<file path="src/sv/piecewise_linear_interpolator_assert.svh">
`ifndef PIECEWISE_LINEAR_INTERPOLATOR_ASSERT_SVH
`define PIECEWISE_LINEAR_INTERPOLATOR_ASSERT_SVH
// Assertion helpers for the interpolator.
`define PLI_ASSERT_IMPL(lbl, ante, cons) \
    lbl: assert property (@(posedge i_clk) disable iff (!i_rst_n) (ante) |-> (cons)) \
        else $error("assertion failed");
`define PLI_ASSERT_NEXT(lbl, ante, cons) \
    lbl: assert property (@(posedge i_clk) disable iff (!i_rst_n) (ante) |=> (cons)) \
        else $error("assertion failed");
`endif

</file>
<file path="src/sv/pli_pkg.sv">
`timescale 1ns / 1ps
`default_nettype none
package pli_pkg;
    localparam int unsigned XW = 32;
    localparam int unsigned VW = 48;
    localparam int unsigned PW = 66;
    localparam int unsigned AW = 82;

    typedef enum logic [1:0] {
        MODE_LOAD = 2'd0,
        MODE_EVAL = 2'd1,
        MODE_INTEG = 2'd2,
        MODE_NONE = 2'd3
    } t_mode;

    typedef enum logic [1:0] {
        ST_OK = 2'd0,
        ST_ZERO = 2'd1,
        ST_SAT = 2'd2
    } t_status;

    typedef enum logic [3:0] {
        S_IDLE,
        S_SRCH_RD,
        S_SRCH_CMP,
        S_SEG_RD,
        S_SEG_MUL,
        S_DIV,
        S_EVAL_FIN,
        S_WALK_RD,
        S_WALK_MUL,
        S_WALK_ADD,
        S_LAST_MUL,
        S_LAST_HI,
        S_LAST_ADD,
        S_DONE
    } t_state;

    typedef struct packed {
        logic integ;
        logic [31:0] z;
    } t_query;
endpackage
`default_nettype wire

</file>
<file path="src/sv/pli_front.sv">
`timescale 1ns / 1ps
`default_nettype none
module pli_front
    import pli_pkg::*;
#(
    parameter int unsigned IW = 4
) (
    input  wire logic          i_clk,
    input  wire logic          i_rst_n,
    input  wire logic          i_start,
    input  wire logic [1:0]    i_mode,
    input  wire logic [3:0]    i_point_index,
    input  wire logic [31:0]   i_point_x,
    input  wire logic [31:0]   i_point_y,
    input  wire logic [31:0]   i_query_point,
    input  wire logic          i_q_pop,
    input  wire logic          i_back_busy,
    output logic               o_busy,
    output logic               o_q_valid,
    output t_query             o_q_data,
    output logic               o_wr_en,
    output logic [IW-1:0]      o_wr_idx,
    output logic [31:0]        o_wr_x,
    output logic [31:0]        o_wr_y
);
    // Two-entry queue of classified queries.
    t_query r_q [2];
    logic [1:0] r_cnt;
    logic r_rd;
    logic r_wrp;
    logic accept;
    logic push;
    logic ld_busy;

    assign ld_busy = (r_cnt != 2'd0) || i_back_busy;
    assign o_busy = (r_cnt == 2'd2) || (t_mode'(i_mode) == MODE_LOAD && ld_busy);
    assign accept = i_start && !o_busy;
    assign push = accept && (t_mode'(i_mode) == MODE_EVAL || t_mode'(i_mode) == MODE_INTEG);
    assign o_q_valid = (r_cnt != 2'd0);
    assign o_q_data = r_q[r_rd];
    assign o_wr_en = accept && t_mode'(i_mode) == MODE_LOAD
        && ({28'd0, i_point_index} < 32'(2**IW));
    assign o_wr_idx = IW'(i_point_index);
    assign o_wr_x = i_point_x;
    assign o_wr_y = i_point_y;

    always_ff @(posedge i_clk) begin
        if (!i_rst_n) begin
            r_cnt <= 2'd0;
            r_rd <= 1'b0;
            r_wrp <= 1'b0;
        end else begin
            if (push) begin
                r_wrp <= !r_wrp;
            end
            if (i_q_pop) begin
                r_rd <= !r_rd;
            end
            r_cnt <= r_cnt + {1'b0, push} - {1'b0, i_q_pop};
        end
    end

    always_ff @(posedge i_clk) begin
        if (push) begin
            r_q[r_wrp] <= '{integ: (t_mode'(i_mode) == MODE_INTEG), z: i_query_point};
        end
    end
endmodule
`default_nettype wire

</file>
<file path="config.mk">
export PLATFORM = sky130hd
export DESIGN_NAME = pli_front
export DESIGN_NICKNAME = d
export VERILOG_FILES = /design/src/sv/piecewise_linear_interpolator_assert.svh /design/src/sv/pli_pkg.sv /design/src/sv/pli_front.sv
export SDC_FILE = /design/constraint.sdc
export NUM_CORES = 1
export LEC_CHECK = 0
export ABC_AREA = 1
export BUFFER_PORTS_ARGS = -buffer_cell sky130_fd_sc_hd__buf_2
export CORE_MARGIN = 2
export CORE_UTILIZATION = 46
export DETAILED_ROUTE_END_ITERATION = 8
export GPL_ROUTABILITY_DRIVEN = 0
export HOLD_SLACK_MARGIN = 0.12
export PLACE_DENSITY_LB_ADDON = 0.05
export SLEW_MARGIN = 20
export SYNTH_ARGS = -nofsm -noshare
export SYNTH_HDL_FRONTEND = slang
export SYNTH_SLANG_ARGS = --single-unit
export TNS_END_PERCENT = 20
</file>
<file path="constraint.sdc">
create_clock -name i_clk -period 7.2 [get_ports i_clk]
set_input_delay 1.44 -clock i_clk [delete_from_list [all_inputs] [get_ports i_clk]]
set_output_delay 1.44 -clock i_clk [all_outputs]
set_load 0.03 [all_outputs]
</file>
==> results of run 1 <==
## registers in the layout, summed over array words and instances, names as in the netlist, named ones only
name,cells
r_rd,1
r_cnt,2
r_wrp,1
r_q,66
## layer usage
metal | track usage | vias up | wire length (um) | share of wire
met5 | 0.0519 | - | 57 | 0.0079
met4 | 0.0923 | 2 | 180 | 0.025
met3 | 0.155 | 15 | 1300 | 0.18
met2 | 0.277 | 114 | 3640 | 0.50
met1 | 0.150 | 694 | 2040 | 0.28
li1 | - | 687 | - | -
## stage by stage
stage,instance area [sq um],util,std cells
finish,3460,0.504,322
global route,3460,0.504,322
CTS,3460,0.504,322
detailed placement,3260,0.474,306
global placement,3260,0.474,306
floorplan,3310,-,208
## layout by cell type (no fill, tap or decap), types with 2 or more instances in the layout
| cell | Yosys | routed |
|---|---|---|
| sky130_fd_sc_hd__nor2_4 | 0 | 2 |
| sky130_fd_sc_hd__dfxtp_1 | 5 | 4 |
| sky130_fd_sc_hd__buf_2 | 0 | 74 |
| sky130_fd_sc_hd__clkbuf_1 | 0 | 3 |
| sky130_fd_sc_hd__nor2_1 | 4 | 3 |
| sky130_fd_sc_hd__ha_1 | 4 | 4 |
| sky130_fd_sc_hd__mux2_2 | 3 | 3 |
| sky130_fd_sc_hd__nand2_1 | 7 | 7 |
| sky130_fd_sc_hd__clkinv_2 | 0 | 2 |
| sky130_fd_sc_hd__clkbuf_8 | 0 | 9 |
| sky130_fd_sc_hd__edfxtp_1 | 66 | 66 |
| sky130_fd_sc_hd__bufinv_16 | 0 | 2 |
| sky130_fd_sc_hd__mux2_4 | 30 | 30 |
| sky130_fd_sc_hd__inv_1 | 7 | 7 |
## final timing paths
check,startpoint,end,slack (ns),depth (start not counted)
hold / removal,r_cnt[1],r_cnt[1],0.50,2
setup / recovery,i_mode[0],o_wr_en,3.54,7
hold reg to reg,r_cnt[1],r_cnt[1],0.50,2
setup reg to reg,r_cnt[0],r_q[1][25],5.25,3
## logic make-up after synthesis
| family | after synthesis | share of synthesized area |
|---|---|---|
| compound gates | 3 | 0.00567 |
| xor+xnor | 1 | 0.00265 |
| fa+ha+maj | 4 | 0.0151 |
| buf+inv | 80 | 0.177 |
| flops | 71 | 0.629 |
| mux | 33 | 0.146 |
| simple gates | 16 | 0.0238 |
## power groups by stage
stage | registers (mW) | clock network, mW | logic, mW
2_1_floorplan | 0.491 | 0 | 0.174
3_3_place_gp | 0.499 | 0 | 0.133
3_5_place_dp | 0.500 | 0 | 0.135
4_1_cts | 0.491 | 0.341 | 0.135
5_1_grt | 0.493 | 0.358 | 0.143
6_report | 0.491 | 0.332 | 0.133
## final cells by class
type | count | area [sq um]
inverter | 8 | 30.0
clock buffer | 12 | 135
multi-input combinational | 57 | 653
tap | 96 | 120
clock inverter | 4 | 70.1
fill | 607 | 3410
timing repair buffer | 74 | 370
sequential | 71 | 2080
## worst register-to-register path, cell delays in order (launching register included)
cell and delay [ns]:
sky130_fd_sc_hd__dfxtp_1 0.35, sky130_fd_sc_hd__o21ai_2 0.19, sky130_fd_sc_hd__nand4_2 0.20, sky130_fd_sc_hd__nor2_4 0.83
==> metrics.log, run 1 <==
INFO  metric synth.area.top_cells = sky130_fd_sc_hd__edfxtp_1, sky130_fd_sc_hd__buf_4, sky130_fd_sc_hd__mux2_4
INFO  metric total_switching_power = 0.231 mW
INFO  metric grt_pass1_wl = 9540 um
INFO  metric critical_path_buf_inv_count = 4
INFO  metric fin_crit_sh = 0.509
INFO  metric maximum_count_of_clock_buffers_along_a_single_path = 2
INFO  metric arrival = 2.22 ns
INFO  metric grt_pass1_vias = 1,537
INFO  metric grt_usage = 0.177
INFO  metric placement.setup.worst_slack = 3.52 ns
INFO  metric max-vdd-ir-drop = 0.0990 mV
INFO  metric cp-end-kind = output pin
INFO  metric fin_skew = 0.00859 ns
INFO  metric timing.critical_path.cells = buf_2, inv_1, ha_1, o21ai_2, nand4_1, inv_1, buf_2
INFO  metric grt.overflow.total = 0
INFO  metric tightestPinTransition = 1.10 ns
INFO  metric clk_latency = 0.34 ns
INFO  metric core.rowCount = 30
INFO  metric drt_drc_violations_left = 0
INFO  metric hold_slack = 0.505 ns
INFO  metric critical-path-max-stage-delay = 0.22 ns
INFO  metric dominant_cell_by_count_in_the_synthesized_netlist = sky130_fd_sc_hd__buf_4
INFO  metric numCtsBuffers = 9
INFO  metric antenna_violations_before_repair = 0
INFO  metric setup.worst_path.start_class = primary input
INFO  metric maxSlewViolCount = 0
INFO  metric critical_path_class = primary input to output pin
INFO  metric synthCells = 208
INFO  metric tritoncts_num_sinks = 71
INFO  metric synth_nets = 319
INFO  metric worst_setup_hold_path_clk_slew = 0.07 ns
INFO  metric unrepaired_setup_endpoints_after_global_routing = no
INFO  metric holdCritPathClass = flip-flop to flip-flop
INFO  metric netlist_area = 3310 sq um
INFO  metric sequentialPowerShare = 0.513
INFO  metric cts_tree = built
INFO  metric average_vias_per_placed_instance = 4.70
INFO  metric clock_power_share = 0.347
INFO  metric post-cts-setup-buffers = 0
INFO  metric detailedRoute.firstPassIterationCount = 4
INFO  metric min_period = 3.66 ns
INFO  metric drv.max_cap_violation_count = 0
INFO  metric num_antenna_cells = 0
INFO  metric ant_nets = 0
INFO  metric total_of_flip_flops_plus_latches_after_synthesis = 71
INFO  metric drt_iter0_markers = 80
INFO  metric status = finished clean
INFO  metric wire_length_per_cell_after_detailed_routing = 22.4 um
INFO  metric internal_power = 0.725 mW
INFO  metric max_freq = 0.273 GHz
INFO  metric portion_of_total_power_attributed_to_combinational_logic = 0.139
INFO  metric cts_hold_buffers = 0
INFO  metric cp_top_family = buffers and inverters
INFO  metric synth.distinct_cells = 19
INFO  metric p_leak = 1.40 nW
INFO  metric worst-endpoint-required = 5.76 ns
INFO  metric cts.root.buffer_cell = sky130_fd_sc_hd__clkbuf_8
INFO  metric synth_ff_type = sky130_fd_sc_hd__edfxtp_1
INFO  metric number_of_synthesized_flops_with_an_enable_pin = 66
INFO  metric p_per_area = 276 nW/um^2
INFO  metric dieWidth = 88.8 um
INFO  metric start_util = 0.482
INFO  metric buffer_ports.inserted = 74
INFO  metric yosysWarnings = 0
INFO  metric max-slew-margin-rel = 0.266
INFO  metric postCtsResizedCells = 0
INFO  metric share_of_synthesized_flip_flops_with_an_asynchronous_set_or_reset = 0
INFO  metric fp.coreArea = 6870 sq um
INFO  metric via_count = 1,512
INFO  metric cts_htree_levels = 3
INFO  metric syn-mean-instance-area = 15.9 sq um
INFO  metric swShare = 0.242
INFO  metric fin_setup_tns = 0 ns
INFO  metric crit_slowest_cell = sky130_fd_sc_hd__ha_1
INFO  metric yosysSeqAreaShare = 0.629
INFO  metric place_hpwl = 5550 um
INFO  metric num_io_pins = 211
INFO  metric die_area = 7890 sq um
INFO  metric synth_top_area_frac = 0.599
INFO  metric layout_cell_share_with_drive_strength_beyond_1 = 0.566
INFO  metric grt_max_degree = 35
INFO  metric synth_top_cell_by_area = sky130_fd_sc_hd__edfxtp_1
INFO  metric cp_max_fo = 3
INFO  metric route.final.wire_length = 7220 um
INFO  metric yosys-top-cells-count = sky130_fd_sc_hd__buf_4, sky130_fd_sc_hd__edfxtp_1, sky130_fd_sc_hd__mux2_4
INFO  metric fin_total_pwr = 0.956 mW
INFO  metric final_net_count = 332
INFO  metric final-hold-violation-count = 0
INFO  metric die_y = 88.8 um
INFO  metric setup-violations-final = 0
INFO  metric areaGrowthSynthToFinish = 4.65%
INFO  metric layout_setup_ws = 3.54 ns
Power figures use the tool's default switching activity.
==> run 2: changes to the inputs <==
CORE_UTILIZATION = 43   (was 46)
clock period = 3.6 ns   (was 7.2 ns; I/O delays follow)
==> metrics.log, run 2 (synthesis gave the netlist of run 1 again) <==
INFO  metric grt_pass1_vias = 1,703
INFO  metric cts_htree_levels = 3
INFO  metric route.final.wire_length = 8170 um
INFO  metric area_taken_by_multi_input_logic_gates = 653 sq um
INFO  metric postCtsResizedCells = 0
INFO  metric max_freq = 0.378 GHz
INFO  metric tritoncts_num_sinks = 71
INFO  metric tightestPinTransition = 0.493 ns
INFO  metric critical_r2r_capture = r_q[1][10]
INFO  metric cts_hold_buffers = 0
INFO  metric met2_usage = 0.327
INFO  metric clock_power_share = 0.324
INFO  metric cts_tree = built
INFO  metric average_vias_per_placed_instance = 4.84
INFO  metric ant_nets = 0
INFO  metric arrival = 1.93 ns
INFO  metric die_y = 91.7 um
INFO  metric setup-violations-final = 0
INFO  metric fin_total_pwr = 1.86 mW
INFO  metric fin_setup_tns = 0 ns
INFO  metric worst-endpoint-required = 2.88 ns
INFO  metric layout_cell_share_with_drive_strength_beyond_1 = 0.576
INFO  metric placement.setup.worst_slack = 1.06 ns
INFO  metric clk_latency = 0.34 ns
INFO  metric worstHoldEndpoint = r_cnt[1]
INFO  metric hold_path_depth = 2
INFO  metric final_cell_mix = sky130_fd_sc_hd__buf_2, sky130_fd_sc_hd__edfxtp_1, sky130_fd_sc_hd__mux2_4
INFO  metric final-hold-violation-count = 0
INFO  metric r2r.worst_path.cells = 5
INFO  metric antenna_violations_before_repair = 0
INFO  metric wire_length_per_cell_after_detailed_routing = 24.9 um
INFO  metric regMostFlops = r_q
INFO  metric fp.coreArea = 7370 sq um
INFO  metric status = finished clean
INFO  metric layout_setup_ws = 0.951 ns
INFO  metric drt_iter0_markers = 41
INFO  metric min_period = 2.65 ns
INFO  metric setup.worst_path.start_class = flip-flop
INFO  metric via_count = 1,587
INFO  metric cts.root.buffer_cell = sky130_fd_sc_hd__clkbuf_8
INFO  metric areaGrowthSynthToFinish = 4.92%
INFO  metric holdCritPathClass = flip-flop to flip-flop
INFO  metric fin_area = 3470 sq um
INFO  metric maximum_count_of_clock_buffers_along_a_single_path = 2
INFO  metric critical_path_class = flip-flop to output pin
INFO  metric dieWidth = 91.7 um
INFO  metric grt_most_used_layer = met2
INFO  metric total_switching_power = 0.478 mW
INFO  metric grt_usage = 0.190
INFO  metric buffer_ports.inserted = 74
INFO  metric maxSlewViolCount = 0
INFO  metric post_dp_cell_area = 3280 sq um
INFO  metric internal_power = 1.38 mW
INFO  metric hold_slack = 0.509 ns
INFO  metric worst_setup_hold_path_clk_slew = 0.07 ns
INFO  metric seqCellArea = 2080 sq um
INFO  metric sequentialPowerShare = 0.524
INFO  metric cp_max_fo = 19
INFO  metric fin_crit_sh = 0.736
INFO  metric drv.max_cap_violation_count = 0
INFO  metric core.rowCount = 31
INFO  metric biggest_registers_after_layout = r_q (66), r_cnt (2)
INFO  metric num_antenna_cells = 0
INFO  metric largest_register_ff_count = 66
INFO  metric detailedRoute.firstPassIterationCount = 4
INFO  metric swShare = 0.257
INFO  metric portion_of_total_power_attributed_to_combinational_logic = 0.152
INFO  metric critical_path.reg2reg.startpoint = r_cnt[0]
INFO  metric grt.overflow.total = 0
INFO  metric grt_use_met1 = 0.152
INFO  metric num_io_pins = 211
INFO  metric cp-end-kind = output pin
INFO  metric max-slew-margin-rel = 0.671
INFO  metric numCtsBuffers = 9
INFO  metric drt_drc_violations_left = 0
INFO  metric place_hpwl = 6770 um
INFO  metric grt_max_degree = 22
INFO  metric r2r_setup_slack = 1.69 ns
INFO  metric unrepaired_setup_endpoints_after_global_routing = no
INFO  metric grt_pass1_wl = 11,100 um
INFO  metric final_net_count = 335
INFO  metric global_route.usage.met3 = 0.145
INFO  metric p_per_area = 535 nW/um^2
INFO  metric max-vdd-ir-drop = 0.208 mV
INFO  metric post-cts-setup-buffers = 0
INFO  metric layout_commonest_cell = sky130_fd_sc_hd__buf_2
INFO  metric n_fill_cell = 674
INFO  metric p_leak = 1.41 nW
INFO  metric fin_skew = 0.00860 ns
INFO  metric start_util = 0.449
INFO  metric die_area = 8410 sq um
INFO  metric hold_start = r_cnt[1]
-- run 2: how the worst max path moves through the flow --
stage,from,to,cells past startpoint
floorplan,i_mode[0],r_q[0][0],5
global placement,i_mode[0],r_q[1][4],7
detailed placement,i_mode[0],r_q[1][11],7
CTS,flip-flop,o_q_data[8],3
global route,flip-flop,o_q_data[20],3
finish,flip-flop,o_q_data[8],3
-- run 2: through the flow --
| stage | util | cells |
|---|---|---|
| finish | 0.471 | 328 |
| global route | 0.471 | 328 |
| CTS | 0.471 | 328 |
| detailed placement | 0.446 | 312 |
| global placement | 0.446 | 312 |
| floorplan | - | 208 |
-- run 2: final cells by class --
cell class,instances,area share
clock inverter,6,0.0173
clock buffer,10,0.0368
inverter,8,0.00865
sequential,71,0.600
tap,99,0.0357
timing repair buffer,77,0.113
multi-input combinational,57,0.188
-- run 2: power groups by stage --
stage	combinational (mW)	sequential (mW)	clock [mW]
2_1_floorplan	0.348	0.982	0
3_3_place_gp	0.279	0.989	0
3_5_place_dp	0.286	0.992	0
4_1_cts	0.286	0.974	0.621
5_1_grt	0.301	0.977	0.652
6_report	0.281	0.973	0.601
-- run 2: critical path, cell delays in order, from the launching register on --
cell and delay [ns]:
sky130_fd_sc_hd__dfxtp_2 0.64, sky130_fd_sc_hd__buf_4 0.44, sky130_fd_sc_hd__mux2_4 0.34, sky130_fd_sc_hd__buf_2 0.18
-- run 2: metal layers --
| layer | share of wire | vias up | wire (um) |
|---|---|---|---|
| li1 | - | 691 | - |
| met1 | 0.27 | 765 | 2220 |
| met2 | 0.52 | 111 | 4270 |
| met3 | 0.17 | 20 | 1400 |
| met4 | 0.034 | 0 | 281 |
| met5 | 0 | - | 0 |
